## src/hw/rtl/instrument_bank_program_lookup_unit_defines.svh

```systemverilog
// ----------------------------------------------------------------------------
// Instrument bank program lookup: assertion macros
// Shared concurrent assertion macros; define ASSERT_OFF to drop them.
// ----------------------------------------------------------------------------
`ifndef INSTRUMENT_BANK_PROGRAM_LOOKUP_UNIT_DEFINES_SVH
`define INSTRUMENT_BANK_PROGRAM_LOOKUP_UNIT_DEFINES_SVH

`ifndef ASSERT_OFF
`define IBPL_ASSERT_IMP(label, clk, rst_n, pre, post) \
    label: assert property (@(posedge clk) disable iff (!rst_n) (pre) |-> (post)) \
        else $error("ibpl assertion failed");
`define IBPL_ASSERT_NXT(label, clk, rst_n, pre, post) \
    label: assert property (@(posedge clk) disable iff (!rst_n) (pre) |=> (post)) \
        else $error("ibpl assertion failed");
`else
`define IBPL_ASSERT_IMP(label, clk, rst_n, pre, post)
`define IBPL_ASSERT_NXT(label, clk, rst_n, pre, post)
`endif

`endif

```

## src/hw/rtl/ibpl_pkg.sv

```systemverilog
// ----------------------------------------------------------------------------
// Instrument bank program lookup package
// Shared types, codes and constants.
// ----------------------------------------------------------------------------
`timescale 1ns / 1ps

package ibpl_pkg;

    localparam int DEFAULT_TABLE_DEPTH = 256;

    localparam logic OP_APPEND = 1'b0;
    localparam logic OP_LOOKUP = 1'b1;

    localparam logic [1:0] STATUS_STORED  = 2'd0;
    localparam logic [1:0] STATUS_FULL    = 2'd1;
    localparam logic [1:0] STATUS_LOOKUP  = 2'd2;

    localparam logic [1:0] KIND_FULL_BANK = 2'd0;
    localparam logic [1:0] KIND_LOW_BANK  = 2'd1;
    localparam logic [1:0] KIND_PROGRAM   = 2'd2;

    localparam int DRUM_BIT = 31;

    typedef struct packed {
        logic full_bank;
        logic low_bank;
        logic program_only;
    } hit_t;

endpackage

```

## src/hw/rtl/ibpl_match.sv

```systemverilog
// ----------------------------------------------------------------------------
// Entry compare unit
// Grades one table entry against the patch word into the three tiers.
// ----------------------------------------------------------------------------
`timescale 1ns / 1ps

module ibpl_match (
    input  logic [31:0]   entry_bank,
    input  logic [7:0]    entry_prog,
    input  logic [31:0]   patch,
    output ibpl_pkg::hit_t hit
);

    import ibpl_pkg::*;

    logic prog_eq;

    assign prog_eq = (entry_prog == patch[7:0]);

    always_comb begin
        hit.full_bank    = prog_eq && (entry_bank[23:16] == patch[23:16])
                                   && (entry_bank[7:0] == patch[15:8]);
        hit.low_bank     = prog_eq && (entry_bank[6:0] == patch[14:8]);
        hit.program_only = prog_eq;
    end

endmodule

```

## config.mk

```make
export PLATFORM = sky130hd
export DESIGN_NAME = ibpl_match
export DESIGN_NICKNAME = d
export VERILOG_FILES = /design/src/hw/rtl/instrument_bank_program_lookup_unit_defines.svh /design/src/hw/rtl/ibpl_pkg.sv /design/src/hw/rtl/ibpl_match.sv
export SDC_FILE = /design/constraint.sdc
export NUM_CORES = 1
export LEC_CHECK = 0
export BUFFER_PORTS_ARGS = -buffer_cell sky130_fd_sc_hd__buf_2
export CORE_AREA = 2 2 39 41
export DETAILED_ROUTE_END_ITERATION = 6
export DIE_AREA = 0 0 41 43
export GPL_TIMING_DRIVEN = 1
export PLACE_DENSITY = 0.83
export SYNTH_ARGS = -nofsm -noshare
export SYNTH_HDL_FRONTEND = slang
export SYNTH_SLANG_ARGS = --single-unit
```

## constraint.sdc

```tcl
create_clock -name vclk -period 2.3
set_clock_uncertainty 0.15 [all_clocks]
set_input_delay 0.23 -clock vclk [all_inputs]
set_output_delay 0.23 -clock vclk [all_outputs]
set_load 0.005 [all_outputs]
```

# Word level (Yosys, flattened, before mapping)
# Index checks and enable logic that the tools add are counted.
# classes
eq_ne	4
reduce_logical	3
# ops
operator	count
8-bit == test	3
7-bit == test	1
1-bit logical AND	3
# word_totals
reg_bits	0
word_cells	7

# Longest topological paths before layout
# logic_depth
ltp_word	3
mapped_depth	4

# Worst setup path before layout
# No wires, ideal clock.
# synth_timing
kind	input port to output port
start	input patch[8]
end	output hit[2] (netlist bit)
t_arrival_ps	827
required_time_ps	1920
path_slack_ps	1093
path_stages	3
cell_sequence	xor2_1 > nor4_2 > and3_1
# synth_lines
element	line	text
start, declared	ibpl_match.sv:10	input logic [31:0] patch,
end, declared	ibpl_match.sv:11	output ibpl_pkg::hit_t hit

==> flow_summary_export.csv <==
group,metric,value,unit
worst_setup_path,critPathCaptureType,"output pin",
die,initial_core_util,0.205,
synth,synth_compound_area_frac,0,
grt,grt_antenna_before_repair,0,
sta,period_needed,1.46,ns
synth,synth_top_family_by_area,"XOR/XNOR gates",
worst_setup_path,critical_path_class,"in2out",
sta,fin_setup_tns,0,ns
worst_setup_path,crit_arrival,1.08,ns
route,routedWlPerCell,7.93,um
sta,slew_viol_final,0,
synth,synthSimpleGateAreaFrac,0.233,
worst_hold_path,min_to,"hit[0]",
synth,synthCells,35,
route,drcViolationCount,0,
synth,synth_common_cells,"19 x xnor2_1, 5 x xor2_1, 4 x nand4_1",
route,routed_wl,801,um
pwr,power_per_cell_area,159,nW/um^2
die,die_area,1760,um^2
layout,regArea,0,um^2
layout,n_clock_buffer,0,
layout,syn_to_final_growth,94.3,%
die,dieWidth,41,um
synth,ys_seq_area_frac,0,
grt,first_global_vias,380,
synth,synth_top_cell_by_area,"xnor2_1",
route,first_iter_violations,0,
synth,ys_warn_count,0,
worst_setup_path,path_max_fanout,1,
layout,antennaDiodeCount,0,
outcome,status,"completed",
synth,synth_area_per_cell,8.11,um^2
grt,grt_max_degree,4,
route,postRouteAntennaNets,0,
die,rows,14,
worst_hold_path,hp-start,"entry_prog[6]",
synth,yosysUniqueCellTypes,10,
route,vias_per_cell,4.31,
route,dr.pass1.iters,1,
layout,nNetsFinal,159,
layout,numSequentialCells,0,
sta,finalHoldViolCount,0,
worst_setup_path,crit_path_start_kind,"input pin",
synth,synthAdderAreaFrac,0,
sta,rsz0062_at_grt,"no",
flow_run,drv_cap,0,
sta,maxClockFrequency,687,MHz
synth,syn_area,284,um^2
cts,cts_hold_buf,0,
placed_design,place_area,552,um^2
sta,relSlewSlack,0.847,
sta,worst_pin_slew,0.228,ns
synth,syn_nets,107,
cts,ctsResizeCount,0,
sta,post-route-period-util,0.633,
synth,synth_top_area_frac,0.586,
layout,n_fill_cell,156,
route,via_count,435,
grt,grt_overflow,0,
synth,yosysMostFrequentCell,"xnor2_1",
grt,grt_pass1_wl,1.12,mm
synth,synthMuxAreaShare,0,
placed_design,gp_congestion,0.663,
layout,drive_above_1_share,0.624,
worst_hold_path,min_path_type,"in2out",
worst_hold_path,whs_path_depth,5,
worst_setup_path,required,1.92,ns
pwr,peakVddDrop,56.5,uV
synth,synthTopCellsByArea,"xnor2_1 59%, xor2_1 15%, nand4_1 8.8%",
sta,setup_viol,0,
placed_design,io_buffer_count,51,
die,ios,75,
die,die_h,43,um
synth,synthXorXnorAreaFrac,0.740,
cts,cts_setup_buffers,0,
die,fp.coreArea,1380,um^2
pwr,p_leak,0.000280,uW
grt,gr-usage-all-layers,0.0839,
layout,postLayoutCellArea,552,um^2
-- worst max-delay path by stage --
stage | start | endpoint | slack, ns | cells past startpoint
5_1_grt | patch[20] | hit[2] | 0.69 | 6
2_1_floorplan | patch[8] | hit[2] | 1.09 | 3
3_5_place_dp | patch[20] | hit[2] | 0.82 | 6
6_report | patch[20] | hit[2] | 0.84 | 6
3_3_place_gp | patch[9] | hit[2] | 0.84 | 6
4_1_cts | patch[14] | hit[2] | 0.82 | 6
-- power breakdown --
part | switching (uW) | internal [uW] | total, uW | leakage [uW]
registers | 0 | 0 | 0 | 0
clock network | 0 | 0 | 0 | 0
logic | 31.6 | 56.0 | 87.6 | 0.000280
total | 31.6 | 56.0 | 87.6 | 0.000280
-- metrics by stage --
stage	power [uW]	setup slack (ns)	utilization	hold slack [ns]	cells
finish	87.6	0.844	0.399	0.682	101
global route	98.4	0.693	0.399	0.724	101
CTS	89.2	0.819	0.399	0.698	101
detailed placement	88.9	0.824	0.399	0.696	101
global placement	85.2	0.843	0.399	0.691	101
floorplan	39.0	1.09	-	0.569	35
-- layer usage --
metal | wire length, um | track usage | up-vias
li1 | - | - | 218
met1 | 213 | 0.0538 | 182
met2 | 442 | 0.209 | 35
met3 | 145 | 0 | 0
met4 | 0 | 0 | 0
met5 | 0 | 0 | -
-- placed cells by master, fill, tap and decap left out, drive strengths merged --
cell / instances
nand4: 4
nor2: 1
buf: 51
and3: 1
and2: 1
xnor2: 19
nand3: 1
xor2: 5
nor4: 2
-- logic make-up after synthesis --
logic type,after synthesis
xor gates and xnor gates,24
buffers and inverters,1
and+or+nand+nor,10
-- critical path, stage by stage --
cell	delay [ns]
buf_2	0.10
xnor2_1	0.15
nand3_1	0.09
nor4_1	0.22
and3_1	0.18
buf_2	0.10
-- layout make-up --
| cell class | count | area [um^2] | area share |
|---|---|---|---|
| Multi-Input combinational cell | 34 | 277 | 0.501 |
| Timing Repair Buffer | 51 | 255 | 0.463 |
| Tap cell | 16 | 20.0 | 0.0363 |
Power figures use the tool's default switching activity.
